`src/sv/sdit_pkg.sv`:
```
// Shared constants, codes and control types of the sorted dependency index table.
`timescale 1ns / 1ps
package sdit_pkg;

  localparam int unsigned CAPACITY = 32;
  localparam int unsigned ID_BITS  = 16;
  localparam int unsigned AW       = $clog2(CAPACITY);
  localparam int unsigned CW       = $clog2(CAPACITY + 1);
  localparam int unsigned KEY_W    = 3 * ID_BITS;
  localparam int unsigned ENTRY_W  = 4 * ID_BITS;

  localparam logic [ID_BITS-1:0] INV_ID = {ID_BITS{1'b1}};

  localparam logic [1:0] OP_RECORD = 2'd0;
  localparam logic [1:0] OP_INVAL  = 2'd1;
  localparam logic [1:0] OP_RETIRE = 2'd2;
  localparam logic [1:0] OP_UNUSED = 2'd3;

  localparam logic [1:0] KIND_ACK    = 2'd0;
  localparam logic [1:0] KIND_NODE   = 2'd1;
  localparam logic [1:0] KIND_REGION = 2'd2;
  localparam logic [1:0] KIND_EMPTY  = 2'd3;

  localparam logic [2:0] ST_INSERTED = 3'd0;
  localparam logic [2:0] ST_DUP      = 3'd1;
  localparam logic [2:0] ST_IGNORED  = 3'd2;
  localparam logic [2:0] ST_FULL     = 3'd3;
  localparam logic [2:0] ST_DONE     = 3'd4;

  typedef enum logic [3:0] {
    S_IDLE,
    S_REC_SCAN,
    S_REC_SHIFT,
    S_REC_WRITE,
    S_RETIRE,
    S_INV_SCAN,
    S_INV_REG,
    S_FLUSH,
    S_ACK
  } state_e;

  typedef struct packed {
    logic   accept;
    state_e step;
  } ctrl_cmd_t;

  typedef struct packed {
    logic rec_bad;
    logic dep_bad;
    logic scan_done;
    logic shift_done;
    logic dup_or_full;
    logic reg_empty;
  } ctrl_stat_t;

endpackage

```
`src/sv/sdit_ram.sv`:
```
// Generic single write port RAM with one registered read port.
`timescale 1ns / 1ps
module sdit_ram #(
  parameter int unsigned WIDTH = 64,
  parameter int unsigned DEPTH = 32
) (
  input  logic                     clk_i,
  input  logic                     we_i,
  input  logic [$clog2(DEPTH)-1:0] waddr_i,
  input  logic [WIDTH-1:0]         wdata_i,
  input  logic [$clog2(DEPTH)-1:0] raddr_i,
  output logic [WIDTH-1:0]         rdata_o
);

  logic [WIDTH-1:0] mem_q [DEPTH];
  logic [WIDTH-1:0] rdata_q;

  always_ff @(posedge clk_i) begin
    if (we_i) begin
      mem_q[waddr_i] <= wdata_i;
    end
    rdata_q <= mem_q[raddr_i];
  end

  assign rdata_o = rdata_q;

endmodule

```
`src/sv/sdit_ctrl.sv`:
```
// Controller state machine sequencing record, invalidate and retire requests.
`timescale 1ns / 1ps
module sdit_ctrl (
  input  logic                clk_i,
  input  logic                rst_ni,
  input  logic                start_i,
  input  logic [1:0]          op_i,
  input  sdit_pkg::ctrl_stat_t stat_i,
  output sdit_pkg::ctrl_cmd_t  cmd_o,
  output logic                busy_o
);

  sdit_pkg::state_e state_q, state_d;
  logic accept;

  assign accept = start_i && (state_q == sdit_pkg::S_IDLE);

  always_ff @(posedge clk_i or negedge rst_ni) begin
    if (!rst_ni) begin
      state_q <= sdit_pkg::S_IDLE;
    end else begin
      state_q <= state_d;
    end
  end

  always_comb begin
    state_d = state_q;
    unique case (state_q)
      sdit_pkg::S_IDLE: begin
        if (accept) begin
          unique case (op_i)
            sdit_pkg::OP_RECORD:
              state_d = stat_i.rec_bad ? sdit_pkg::S_ACK : sdit_pkg::S_REC_SCAN;
            sdit_pkg::OP_INVAL:
              state_d = stat_i.dep_bad ? sdit_pkg::S_FLUSH : sdit_pkg::S_INV_SCAN;
            sdit_pkg::OP_RETIRE: state_d = sdit_pkg::S_RETIRE;
            default:             state_d = sdit_pkg::S_ACK;
          endcase
        end
      end
      sdit_pkg::S_REC_SCAN: begin
        if (stat_i.scan_done) begin
          state_d = stat_i.dup_or_full ? sdit_pkg::S_ACK : sdit_pkg::S_REC_SHIFT;
        end
      end
      sdit_pkg::S_REC_SHIFT: begin
        if (stat_i.shift_done) state_d = sdit_pkg::S_REC_WRITE;
      end
      sdit_pkg::S_REC_WRITE: state_d = sdit_pkg::S_ACK;
      sdit_pkg::S_RETIRE: begin
        if (stat_i.scan_done) state_d = sdit_pkg::S_ACK;
      end
      sdit_pkg::S_INV_SCAN: begin
        if (stat_i.scan_done) state_d = sdit_pkg::S_INV_REG;
      end
      sdit_pkg::S_INV_REG: begin
        if (stat_i.reg_empty) state_d = sdit_pkg::S_FLUSH;
      end
      sdit_pkg::S_FLUSH: state_d = sdit_pkg::S_IDLE;
      sdit_pkg::S_ACK:   state_d = sdit_pkg::S_IDLE;
      default:           state_d = sdit_pkg::S_IDLE;
    endcase
  end

  assign cmd_o.accept = accept;
  assign cmd_o.step   = state_q;
  assign busy_o       = (state_q != sdit_pkg::S_IDLE);

endmodule

```
`src/sv/sdit_dp.sv`:
```
// Datapath: entry RAM walks, region sort cells, counts and result register.
`timescale 1ns / 1ps
module sdit_dp (
  input  logic                              clk_i,
  input  logic                              rst_ni,
  input  sdit_pkg::ctrl_cmd_t               cmd_i,
  output sdit_pkg::ctrl_stat_t              stat_o,
  input  logic [1:0]                        op_i,
  input  logic [sdit_pkg::ID_BITS-1:0]      dep_id_i,
  input  logic [sdit_pkg::ID_BITS-1:0]      node_id_i,
  input  logic [sdit_pkg::ID_BITS-1:0]      region_id_i,
  input  logic [sdit_pkg::ID_BITS-1:0]      method_id_i,
  output logic                              result_valid_o,
  output logic [1:0]                        kind_o,
  output logic [15:0]                       item_value_o,
  output logic [2:0]                        status_o,
  output logic                              last_o,
  output logic [5:0]                        entry_count_o,
  output logic [5:0]                        distinct_deps_o
);

  localparam int unsigned IB = sdit_pkg::ID_BITS;
  localparam int unsigned AW = sdit_pkg::AW;
  localparam int unsigned CW = sdit_pkg::CW;
  localparam int unsigned N  = sdit_pkg::CAPACITY;

  // request fields
  logic [IB-1:0] dep_q, node_q, reg_q, meth_q;
  // walk state
  logic [CW-1:0] idx_q, idx_d;
  logic          rv_q, rv_d;
  logic [AW-1:0] ri_q, ri_d;
  logic [CW-1:0] pos_q, w_q, cnt_q;
  logic          fge_q, eq_q, depseen_q;
  logic [IB-1:0] pdep_q;
  // table counts
  logic [CW-1:0] held_q, dist_q;
  // invalidate state
  logic          have_node_q, have_reg_q;
  logic [IB-1:0] pnode_q, preg_q;
  logic [IB-1:0] cell_q [N];
  logic [IB-1:0] cell_d [N];
  logic [N-1:0]  gt;
  logic [CW-1:0] nreg_q;
  logic          pend_v_q;
  logic [1:0]    pend_kind_q;
  logic [IB-1:0] pend_val_q;
  logic [2:0]    ack_st_q;
  // result register
  logic          out_v_q;
  logic [1:0]    out_kind_q;
  logic [IB-1:0] out_val_q;
  logic [2:0]    out_st_q;
  logic          out_last_q;

  // RAM port
  logic                          we;
  logic [AW-1:0]                 waddr, raddr;
  logic [sdit_pkg::ENTRY_W-1:0]  wdata, rdata;

  logic [sdit_pkg::KEY_W-1:0] key, e_key;
  logic [IB-1:0] e_dep, e_node, e_reg, e_meth;
  logic          scan_done, shift_done, dep_hit;
  logic          new_v;
  logic [1:0]    new_kind;
  logic [IB-1:0] new_val;
  sdit_pkg::state_e step;

  assign step   = cmd_i.step;
  assign key    = {dep_q, node_q, reg_q};
  assign e_dep  = rdata[4*IB-1:3*IB];
  assign e_node = rdata[3*IB-1:2*IB];
  assign e_reg  = rdata[2*IB-1:IB];
  assign e_meth = rdata[IB-1:0];
  assign e_key  = rdata[4*IB-1:IB];
  assign dep_hit = rv_q && (e_dep == dep_q);

  assign scan_done  = (idx_q >= held_q) && !rv_q;
  assign shift_done = (idx_q == pos_q) && !rv_q;

  assign stat_o.rec_bad     = (dep_id_i == sdit_pkg::INV_ID) ||
                              ((node_id_i == sdit_pkg::INV_ID) &&
                               (region_id_i == sdit_pkg::INV_ID));
  assign stat_o.dep_bad     = (dep_id_i == sdit_pkg::INV_ID);
  assign stat_o.scan_done   = scan_done;
  assign stat_o.shift_done  = shift_done;
  assign stat_o.dup_or_full = eq_q || (held_q == CW'(N));
  assign stat_o.reg_empty   = (nreg_q == '0);

  sdit_ram #(
    .WIDTH(sdit_pkg::ENTRY_W),
    .DEPTH(sdit_pkg::CAPACITY)
  ) u_table (
    .clk_i  (clk_i),
    .we_i   (we),
    .waddr_i(waddr),
    .wdata_i(wdata),
    .raddr_i(raddr),
    .rdata_o(rdata)
  );

  // Read sequencing and table writes.
  always_comb begin
    idx_d = idx_q;
    rv_d  = 1'b0;
    ri_d  = ri_q;
    raddr = idx_q[AW-1:0];
    we    = 1'b0;
    waddr = ri_q;
    wdata = rdata;
    unique case (step)
      sdit_pkg::S_REC_SCAN, sdit_pkg::S_RETIRE, sdit_pkg::S_INV_SCAN: begin
        if (idx_q < held_q) begin
          idx_d = idx_q + CW'(1);
          rv_d  = 1'b1;
          ri_d  = idx_q[AW-1:0];
        end
        if (step == sdit_pkg::S_RETIRE && rv_q && e_meth != meth_q) begin
          we    = 1'b1;
          waddr = w_q[AW-1:0];
        end
      end
      sdit_pkg::S_REC_SHIFT: begin
        raddr = AW'(idx_q - CW'(1));
        if (idx_q > pos_q) begin
          idx_d = idx_q - CW'(1);
          rv_d  = 1'b1;
          ri_d  = raddr;
        end
        if (rv_q) begin
          we    = 1'b1;
          waddr = ri_q + AW'(1);
        end
      end
      sdit_pkg::S_REC_WRITE: begin
        we    = 1'b1;
        waddr = pos_q[AW-1:0];
        wdata = {key, meth_q};
      end
      default: ;
    endcase
  end

  // Node results come from the scan; regions come out of the sort cells.
  always_comb begin
    new_v    = 1'b0;
    new_kind = sdit_pkg::KIND_NODE;
    new_val  = e_node;
    if (step == sdit_pkg::S_INV_SCAN) begin
      new_v = dep_hit && (e_node != sdit_pkg::INV_ID) &&
              (!have_node_q || e_node != pnode_q);
    end else if (step == sdit_pkg::S_INV_REG) begin
      new_kind = sdit_pkg::KIND_REGION;
      new_val  = cell_q[0];
      new_v    = (nreg_q != '0) && (!have_reg_q || cell_q[0] != preg_q);
    end
  end

  // Sorted insert: cells at or below the new value stay, larger ones move up; in S_INV_REG all shift down by one.
  always_comb begin
    for (int k = 0; k < N; k++) begin
      gt[k] = (CW'(k) < nreg_q) ? (cell_q[k] > e_reg) : 1'b1;
    end
    for (int k = 0; k < N; k++) begin
      cell_d[k] = cell_q[k];
      if (step == sdit_pkg::S_INV_SCAN) begin
        if (gt[k]) begin
          cell_d[k] = (k > 0 && gt[(k > 0) ? k - 1 : 0]) ? cell_q[(k > 0) ? k - 1 : 0]
                                                        : e_reg;
        end
      end else begin
        cell_d[k] = (k < N - 1) ? cell_q[(k < N - 1) ? k + 1 : k] : cell_q[k];
      end
    end
  end

  always_ff @(posedge clk_i) begin
    if (step == sdit_pkg::S_INV_SCAN) begin
      if (dep_hit && e_reg != sdit_pkg::INV_ID) cell_q <= cell_d;
    end else if (step == sdit_pkg::S_INV_REG && nreg_q != '0) begin
      cell_q <= cell_d;
    end
  end

  always_ff @(posedge clk_i) begin
    if (cmd_i.accept) begin
      dep_q  <= dep_id_i;
      node_q <= node_id_i;
      reg_q  <= region_id_i;
      meth_q <= method_id_i;
    end
  end

  always_ff @(posedge clk_i or negedge rst_ni) begin
    if (!rst_ni) begin
      idx_q       <= '0;
      rv_q        <= 1'b0;
      ri_q        <= '0;
      pos_q       <= '0;
      w_q         <= '0;
      cnt_q       <= '0;
      fge_q       <= 1'b0;
      eq_q        <= 1'b0;
      depseen_q   <= 1'b0;
      pdep_q      <= '0;
      held_q      <= '0;
      dist_q      <= '0;
      have_node_q <= 1'b0;
      have_reg_q  <= 1'b0;
      pnode_q     <= '0;
      preg_q      <= '0;
      nreg_q      <= '0;
      pend_v_q    <= 1'b0;
      pend_kind_q <= sdit_pkg::KIND_ACK;
      pend_val_q  <= '0;
      ack_st_q    <= sdit_pkg::ST_IGNORED;
      out_v_q     <= 1'b0;
      out_kind_q  <= sdit_pkg::KIND_ACK;
      out_val_q   <= '0;
      out_st_q    <= sdit_pkg::ST_DONE;
      out_last_q  <= 1'b0;
    end else begin
      idx_q   <= idx_d;
      rv_q    <= rv_d;
      ri_q    <= ri_d;
      out_v_q <= 1'b0;

      if (cmd_i.accept) begin
        idx_q       <= '0;
        rv_q        <= 1'b0;
        pos_q       <= held_q;
        w_q         <= '0;
        cnt_q       <= '0;
        fge_q       <= 1'b0;
        eq_q        <= 1'b0;
        depseen_q   <= 1'b0;
        have_node_q <= 1'b0;
        have_reg_q  <= 1'b0;
        nreg_q      <= '0;
        pend_v_q    <= 1'b0;
        if (op_i == sdit_pkg::OP_RECORD) begin
          ack_st_q <= stat_o.rec_bad ? sdit_pkg::ST_IGNORED : sdit_pkg::ST_INSERTED;
        end else if (op_i == sdit_pkg::OP_RETIRE) begin
          ack_st_q <= sdit_pkg::ST_DONE;
        end else begin
          ack_st_q <= sdit_pkg::ST_IGNORED;
        end
      end

      unique case (step)
        sdit_pkg::S_REC_SCAN: begin
          if (rv_q) begin
            if (!fge_q && e_key >= key) begin
              fge_q <= 1'b1;
              pos_q <= CW'(ri_q);
              eq_q  <= (e_key == key);
            end
            if (e_dep == dep_q) depseen_q <= 1'b1;
          end
          if (scan_done) begin
            idx_q <= held_q;
            if (eq_q) ack_st_q <= sdit_pkg::ST_DUP;
            else if (held_q == CW'(N)) ack_st_q <= sdit_pkg::ST_FULL;
          end
        end
        sdit_pkg::S_REC_WRITE: begin
          held_q <= held_q + CW'(1);
          if (!depseen_q) dist_q <= dist_q + CW'(1);
        end
        sdit_pkg::S_RETIRE: begin
          if (rv_q && e_meth != meth_q) begin
            w_q    <= w_q + CW'(1);
            pdep_q <= e_dep;
            if (w_q == '0 || e_dep != pdep_q) cnt_q <= cnt_q + CW'(1);
          end
          if (scan_done) begin
            held_q <= w_q;
            dist_q <= cnt_q;
          end
        end
        sdit_pkg::S_INV_SCAN: begin
          if (new_v) begin
            have_node_q <= 1'b1;
            pnode_q     <= e_node;
          end
          if (dep_hit && e_reg != sdit_pkg::INV_ID) nreg_q <= nreg_q + CW'(1);
        end
        sdit_pkg::S_INV_REG: begin
          if (nreg_q != '0) begin
            nreg_q     <= nreg_q - CW'(1);
            have_reg_q <= 1'b1;
            preg_q     <= cell_q[0];
          end
        end
        sdit_pkg::S_FLUSH: begin
          out_v_q    <= 1'b1;
          out_last_q <= 1'b1;
          out_st_q   <= sdit_pkg::ST_DONE;
          out_kind_q <= pend_v_q ? pend_kind_q : sdit_pkg::KIND_EMPTY;
          out_val_q  <= pend_v_q ? pend_val_q : '0;
          pend_v_q   <= 1'b0;
        end
        sdit_pkg::S_ACK: begin
          out_v_q    <= 1'b1;
          out_last_q <= 1'b1;
          out_st_q   <= ack_st_q;
          out_kind_q <= sdit_pkg::KIND_ACK;
          out_val_q  <= '0;
        end
        default: ;
      endcase

      // one result held back so the final one can carry last
      if (new_v) begin
        pend_v_q    <= 1'b1;
        pend_kind_q <= new_kind;
        pend_val_q  <= new_val;
        if (pend_v_q) begin
          out_v_q    <= 1'b1;
          out_last_q <= 1'b0;
          out_st_q   <= sdit_pkg::ST_DONE;
          out_kind_q <= pend_kind_q;
          out_val_q  <= pend_val_q;
        end
      end
    end
  end

  assign result_valid_o  = out_v_q;
  assign kind_o          = out_kind_q;
  assign item_value_o    = 16'(out_val_q);
  assign status_o        = out_st_q;
  assign last_o          = out_last_q;
  assign entry_count_o   = 6'(held_q);
  assign distinct_deps_o = 6'(dist_q);

endmodule

```
`src/sv/sorted_dependency_index_table.sv`:
```
// Top level: sorted dependency index table, controller plus datapath.
// Record: scan for the insert position, shift of the larger entries, one write, then the ack.
// Retire: compacting pass over the entry RAM, then the ack.
// Invalidate: scan with node output, sorted region output, then the flush result.
// One request at a time; final result as busy falls.
// Reset clears counts and control; table words are read only below the entry count.
`timescale 1ns / 1ps
module sorted_dependency_index_table (
  input  logic        clk_i,
  input  logic        rst_ni,
  input  logic        start,
  output logic        busy,
  input  logic [1:0]  op_i,
  input  logic [15:0] dep_id_i,
  input  logic [15:0] node_id_i,
  input  logic [15:0] region_id_i,
  input  logic [15:0] method_id_i,
  output logic        result_valid_o,
  output logic [1:0]  kind_o,
  output logic [15:0] item_value_o,
  output logic [2:0]  status_o,
  output logic        last_o,
  output logic [5:0]  entry_count_o,
  output logic [5:0]  distinct_deps_o
);

  sdit_pkg::ctrl_cmd_t  cmd;
  sdit_pkg::ctrl_stat_t stat;

  sdit_ctrl u_ctrl (
    .clk_i (clk_i),
    .rst_ni(rst_ni),
    .start_i(start),
    .op_i  (op_i),
    .stat_i(stat),
    .cmd_o (cmd),
    .busy_o(busy)
  );

  sdit_dp u_dp (
    .clk_i          (clk_i),
    .rst_ni         (rst_ni),
    .cmd_i          (cmd),
    .stat_o         (stat),
    .op_i           (op_i),
    .dep_id_i       (dep_id_i),
    .node_id_i      (node_id_i),
    .region_id_i    (region_id_i),
    .method_id_i    (method_id_i),
    .result_valid_o (result_valid_o),
    .kind_o         (kind_o),
    .item_value_o   (item_value_o),
    .status_o       (status_o),
    .last_o         (last_o),
    .entry_count_o  (entry_count_o),
    .distinct_deps_o(distinct_deps_o)
  );

  a_ack_last: assert property (@(posedge clk_i) disable iff (!rst_ni)
    (result_valid_o && (kind_o == sdit_pkg::KIND_ACK || kind_o == sdit_pkg::KIND_EMPTY))
      |-> last_o) else $error("ack or empty marker without last");

  a_count_cap: assert property (@(posedge clk_i) disable iff (!rst_ni)
    (entry_count_o <= 6'(sdit_pkg::CAPACITY)) && (distinct_deps_o <= entry_count_o))
    else $error("entry or dependency count out of range");

  a_start_busy: assert property (@(posedge clk_i) disable iff (!rst_ni)
    (start && !busy) |=> busy) else $error("accepted request did not raise busy");

  a_last_idle: assert property (@(posedge clk_i) disable iff (!rst_ni)
    (result_valid_o && last_o) |-> !busy) else $error("final result while still busy");

endmodule

```
`config.mk`:
```
export PLATFORM = sky130hd
export DESIGN_NAME = sorted_dependency_index_table
export DESIGN_NICKNAME = d
export VERILOG_FILES = /design/src/sv/sdit_pkg.sv /design/src/sv/sdit_ram.sv /design/src/sv/sdit_ctrl.sv /design/src/sv/sdit_dp.sv /design/src/sv/sorted_dependency_index_table.sv
export SDC_FILE = /design/constraint.sdc
export NUM_CORES = 2
export LEC_CHECK = 0
export BUFFER_PORTS_ARGS = -buffer_cell sky130_fd_sc_hd__buf_2
export CORE_MARGIN = 2
export CORE_UTILIZATION = 58
export CTS_CLUSTER_SIZE = 28
export DETAILED_ROUTE_END_ITERATION = 16
export GPL_TIMING_DRIVEN = 1
export PLACE_DENSITY = 0.77
export SYNTH_ARGS = -nofsm -noshare
export SYNTH_HDL_FRONTEND = slang
export SYNTH_SLANG_ARGS = --single-unit
```
`constraint.sdc`:
```
create_clock -name clk_i -period 5 [get_ports clk_i]
set_clock_uncertainty 0.15 [all_clocks]
set_input_delay 0.5 -clock clk_i [delete_from_list [all_inputs] [get_ports clk_i]]
set_output_delay 0.5 -clock clk_i [all_outputs]
set_load 0.01 [all_outputs]
```
; ---- After elaboration in Yosys (flattened, before gate mapping)
; Memories as Yosys holds them, arrays and structs flattened. A register that Yosys moved wholly into a read port is not among the register bits.
; Index checks and enable logic that the tools add are counted.
; W data, S select, Z words.
[totals]
register_bits = 726
ramBits = 2048
inputBits = 69
memories = 1
[mem_list]
columns = name, depth, width, read_ports, rd_clocked_by_memory_dff, wr, line
row1 = u_dp.u_table.mem_q, 32, 64, 1, 1, 1, sdit_ram.sv:15  ; logic [WIDTH-1:0] mem_q [DEPTH];
[classes]
addsub = 9
magnitude_cmp = 68
n_eq_ne = 33
mux = 236
reduce_logical = 43
[ops]
columns = operator, count
row1 = $mux W16, 100
row2 = $mux W512, 3
row3 = $gt A16 B16 Y1, 32
row4 = $mux W6, 22
row5 = $lt A5 B6 Y1 const A, 16
row6 = $mux W1, 68
row7 = $mux W64, 1
row8 = $ne A16 B16 Y1, 4
row9 = $eq A16 B16 Y1 const B, 3
row10 = $eq A48 B48 Y1, 1
row11 = $ge A48 B48 Y1, 1
row12 = $lt A4 B6 Y1 const A, 8
row13 = $pmux W6 S2, 4
row14 = $add A6 B1 Y6 const B, 6
row15 = $mux W4, 8
row16 = $ne A16 B16 Y1 const B, 2
row17 = $pmux W16 S2, 1
row18 = $pmux W4 S7, 1
row19 = $mux W3, 9
row20 = $mux W5, 5
row21 = $lt A3 B6 Y1 const A, 4
row22 = $eq A16 B16 Y1, 1
row23 = $eq A4 B3 Y1 const B, 4
row24 = $ne A2 B1 Y1 const B, 8
row25 = 38 further kinds, 77

; ---- Longest topological paths before layout
[logic_depth]
depth_word = 10
depth_mapped = 14
mapped_depth_nobuf = 10

; ---- By module
; From an unflattened synthesis, not the netlist that was laid out.
[hier_totals]
cells_unflattened = 9342
area_unflattened_um2 = 135214.7
[by_module_without_submodules]
columns = module, n_inst, cells_each, area_per_inst_um2
row1 = sdit_ram, 1, 3109, 78948.2
row2 = sdit_dp, 1, 6186, 55878.6
row3 = sdit_ctrl, 1, 47, 387.9

; ---- Worst setup path before layout
; No wires, ideal clock.
[synth_path]
kind = register to register
start = reg u_dp.meth_q[5]
end = mem u_dp.u_table.mem_q[15][0], enable pin
arrival_time_ps = 4919
required_ps = 4364
slack_ps = -555
stages_incl_launch_ff = 10
period_less_slack_ps = 5555
cell_sequence = edfxtp_1 -> xnor2_1 -> nand4_1 -> o41ai_4 -> nor2_1 -> nor3b_2 -> a21oi_1 -> or3_1 -> clkbuf_1 -> nor2_1
[synth_between]
elab_chain_len = 6
word_cells_on_any_way = 8
[synth_rtl]
columns = element, line
row1 = start: declaration, sdit_dp.sv:28  ; logic [IB-1:0] dep_q, node_q, reg_q, meth_q;
row2 = start signal: assignment, sdit_dp.sv:190  ; meth_q <= method_id_i;
row3 = $ne A16 B16 Y1 (*), sdit_dp.sv:118  ; if (step == sdit_pkg::S_RETIRE && rv_q && e_meth != meth_q) begin
row4 = $logic_and A1 B1 Y1 (*), sdit_dp.sv:118
row5 = $mux W1, sdit_dp.sv:118
row6 = $pmux W1 S3, sdit_dp.sv:111  ; unique case (step)
row7 = $mux W1, sdit_ram.sv:19  ; if (we_i) begin
row8 = $mux W1 (implied by the code), sdit_ram.sv:20  ; mem_q[waddr_i] <= wdata_i;
row9 = end: declaration, sdit_ram.sv:15
; Every way passes the cells marked *; elsewhere a longest branch is shown, timed or not.

; ---- Worst setup path in the final report
[layout_path]
start = reg u_dp.rv_q
end = mem u_dp.u_table.mem_q[0][58], enable pin
[layout_between]
elab_chain_len = 6
word_cells_on_any_way = 10
[layout_rtl]
columns = element, line
row1 = start: declaration, sdit_dp.sv:31  ; logic rv_q, rv_d;
row2 = start signal: assignment, sdit_dp.sv:224  ; rv_q <= rv_d;
row3 = $logic_and A1 B1 Y1 (2 in series), sdit_dp.sv:118
row4 = $mux W1, sdit_dp.sv:118
row5 = $pmux W1 S3, sdit_dp.sv:111
row6 = $mux W1, sdit_ram.sv:19
row7 = $mux W1 (implied by the code), sdit_ram.sv:20
; Parallel ways exist; a longest one is shown, timed or not.

==> results.sh <==
export IMPL_cts_sinks=2838
export IMPL_post_place_cells=12816
export IMPL_finalSetupViolCount=0
export IMPL_post_cts_resize_count=0
export IMPL_power_density_nw_per_um2=664
export IMPL_cts_tree="yes"
export IMPL_globalRouteTotalUtil_pct=39.4
export IMPL_final_cell_mix="edfxtp_1 (2624), nor3_1 (1114), nor2_1 (737), nand2_1 (689), ha_1 (587)"
export IMPL_hold_path_class="in -> reg"
export IMPL_async_reset_ff_share_pct=5.29
export IMPL_fmax_mhz=214
export IMPL_ys_flop_type="edfxtp_1"
export IMPL_synth_edff_count=2624
export IMPL_synth_compound_area_share_pct=8.46
export IMPL_gr_total_overflow=0
export IMPL_final_common_cell="edfxtp_1"
export IMPL_grt_pass1_vias=96440
export IMPL_route_met2_wl_um=220000
export IMPL_cts_htree_levels=5
export IMPL_drt_iter0_drc=15372
export IMPL_worst_pin_slew_ns=1.54
export IMPL_grt_pass1_wl_um=677000
export IMPL_ys_ff_latch=2838
export IMPL_nNetsFinal=10804
export IMPL_drt_met1_wl_um=153000
export IMPL_period_share_pct=93.4
export IMPL_core_area_um2=233000
export IMPL_critPathLaunchType="flop"
export IMPL_clkLatencyLatePin_ns=0.98
export IMPL_clockBufferDepth=4
export IMPL_slew_violations=10
export IMPL_vias=98642
export IMPL_cpPeakStageDelay_ns=1.06
export IMPL_synth_top_family_by_area="simple AND/OR/NAND/NOR gates"
export IMPL_power_leakage_uw=0.0524
export IMPL_cp_slowest_cell="dfrtp_1"
export IMPL_num_rows=177
export IMPL_cts_clk_slew_worst_paths_ns=0.06
export IMPL_yosys_area_share_adder_pct=5.42
export IMPL_synth_simple_area_share_pct=10.9
export IMPL_cts_buffers=307
export IMPL_drive_above_1_share_pct=16.1
export IMPL_yosysSeqAreaShare_pct=61.8
export IMPL_critPathKind="reg -> reg"
export IMPL_vias_per_cell=7.35
export IMPL_cap_violations=1
export IMPL_fin_util_pct=65.2
export IMPL_yosysUniqueCellTypes=84
export IMPL_place_congestion=0.977
export IMPL_cp_max_fo=12
export IMPL_die_w_um=488
export IMPL_wire_per_inst_um=35.2
export IMPL_rsz0062_at_grt="false"
export IMPL_io_pins=105
export IMPL_syn_area_per_cell_um2=13.5
export IMPL_required_ns=5.47
export IMPL_hold_viol=0
export IMPL_port_buffers=104
export IMPL_root_buffer="clkbuf_16"
export IMPL_yosys_warnings=0
export IMPL_drt_wl_total_um=473000
export IMPL_antenna_found_initial=21
export IMPL_remaining_drc_errors=0
export IMPL_areaGrowthSynthToFinish_pct=11.9
export IMPL_cp_cell_sequence="o41ai_4 -> buf_12 -> nor2_2 -> o21ai_0 -> a211oi_2 -> nand2_1 -> nor2_4 -> buf_4"
export IMPL_synth_area_mux_share_pct=10.2
export IMPL_top_layer="met5"
export IMPL_period_minus_slack_ns=4.67
export IMPL_status="finished, violations left"
export IMPL_synth_nets=10686
export IMPL_relSlewSlack_pct=-2.90
export IMPL_dieHeight_um=488
export IMPL_wl_met3_um=56200
export IMPL_syn_inst=10030
export IMPL_place_detailed_hpwl_um=275000
export IMPL_drtAntennaViolNets=0
export IMPL_crit_path_end_kind="flop"
export IMPL_violations="capacitance limit, slew limit"
export IMPL_start_util_pct=58.3
export IMPL_grt_max_degree=232
export IMPL_vdd_drop_max_mv=0.662
export IMPL_die_area_um2=238000
export IMPL_first_pass_iters=9
export IMPL_syn_cell_area_um2=136000
export IMPL_layoutNonFillerInstCount=13425
export IMPL_cp_data_arrival_time_ns=5.13
export IMPL_synth_xor_area_share_pct=0.547
==> worst max-delay path: cells and delay by family, from the launching register on <==
kind | cells | cell delay, ns
simple gates | 3 | 1.50
compound gates | 3 | 1.02
flops | 1 | 1.06
buf+inv | 2 | 0.57
==> where the power goes <==
part | switching, uW | internal, uW | leakage, uW | total (uW)
clock network | 9720 | 13000 | 0.00470 | 22700
logic | 29900 | 14900 | 0.0215 | 44700
registers | 1910 | 31300 | 0.0261 | 33200
total | 41500 | 59200 | 0.0524 | 101000
==> per-layer routing <==
| metal | global-route usage [%] | up-vias |
|---|---|---|
| met5 | 0 | - |
| met2 | 62.3 | 8587 |
| met1 | 47.2 | 48150 |
| li1 | - | 39624 |
| met3 | 8.97 | 2265 |
| met4 | 29.9 | 16 |
==> synth_stat cells (all sizes together) (7+ instances only) <==
library cell,n,area share (%)
a31oi,27,0.14
or3,18,0.083
xor2,23,0.15
o21ai,160,0.59
and2,9,0.042
or4,34,0.19
nand4,164,0.76
a221oi,24,0.15
nor3,1117,4.1
mux2,101,0.84
nand2b,41,0.19
ha,587,5.4
edfxtp,2624,58
a22o,17,0.11
a211oi,292,1.6
o221a,7,0.058
nor2,795,2.2
xnor2,60,0.40
mux4,512,8.5
a22oi,19,0.11
nand3,154,0.58
o21a,27,0.15
buf,193,0.68
inv,155,0.43
o31ai,7,0.039
nand2,696,1.9
nor2b,43,0.20
o211ai,15,0.083
a32oi,62,0.40
and4,10,0.065
and3,67,0.31
o22ai,31,0.14
nor4,19,0.099
mux2i,123,0.91
a21oi,587,2.2
or2,15,0.071
a311oi,207,1.3
dfxtp,64,0.94
clkbuf,532,1.5
dfrtp,148,2.7
a21o,200,1.1
==> sequential cells by signal (all words and copies together) (netlist names), 4 cells and up <==
name,cells
u_dp.meth_q,16
u_dp.reg_q,16
u_dp.nreg_q,6
u_dp.idx_q,6
u_dp.u_table.mem_q,2048
u_dp.pos_q,6
u_dp.u_table.rdata_o,64
u_dp.dep_q,16
u_dp.ri_q,5
u_dp.node_q,16
u_dp.pdep_q,16
u_dp.w_q,6
u_dp.entry_count_o,6
u_ctrl.state_q,4
u_dp.distinct_deps_o,6
u_dp.item_value_o,16
u_dp.cnt_q,6
u_dp.cell_q,512
u_dp.preg_q,16
u_dp.pend_val_q,16
u_dp.pnode_q,16
==> stage by stage <==
stage	total power, uW	setup WS (ns)	hold slack [ns]	setup TNS (ns)	instance area, um2
after floorplan	60100	-0.555	0.0544	-852.82	136000
after global placement	74200	0.531	0.302	0	141000
after detailed placement	75700	0.440	0.315	0	141000
after CTS	99000	0.173	0.0119	0	152000
after global routing	103000	0.322	0.0422	0	152000
final	101000	0.331	0.0427	0	152000
==> path summary, 6_finish.rpt <==
| path | slack (ns) | cells past startpoint | endpoint | start |
|---|---|---|---|---|
| setup / recovery | 0.33 | 8 | u_dp.u_table.mem_q[0][58] | u_dp.rv_q |
| hold / removal | 0.04 | 5 | u_ctrl.state_q[0] | op_i[1] |
| setup reg to reg | 0.33 | 8 | u_dp.u_table.mem_q[0][58] | u_dp.rv_q |
| hold reg to reg | 0.33 | 1 | u_dp.fge_q | u_dp.fge_q |
| max in group asynchronous | 3.83 | 3 | u_dp.idx_q[2] | rst_ni |
| min in group asynchronous | 0.15 | 3 | u_dp.item_value_o[11] | rst_ni |
==> what timing repair did <==
item | CTS | global route
endpoints found under the setup margin | 0 | 595
endpoints found under the hold margin | 212 | 0
hold buffers | 65 | 0
buffers inserted | 0 | 1
==> kinds of logic after synthesis <==
| kind of cell | count (synthesis) |
|---|---|
| fa+ha+maj | 587 |
| compound gates | 1714 |
| flops | 2838 |
| mux | 736 |
| simple gates | 3192 |
| xor+xnor | 83 |
| buf+inv | 880 |
==> cell type report <==
type                            instances  area, um2
Antenna cell                           12       30.0
Clock buffer                          392       8210
Clock inverter                        139       1470
Fill cell                           15717      80800
Inverter                              155        584
Multi-Input combinational cell       6312      48900
Sequential cell                      2838      83900
Tap cell                             3043       3810
Timing Repair Buffer                  534       4830
No activity file was read; power rests on OpenSTA's default activity.
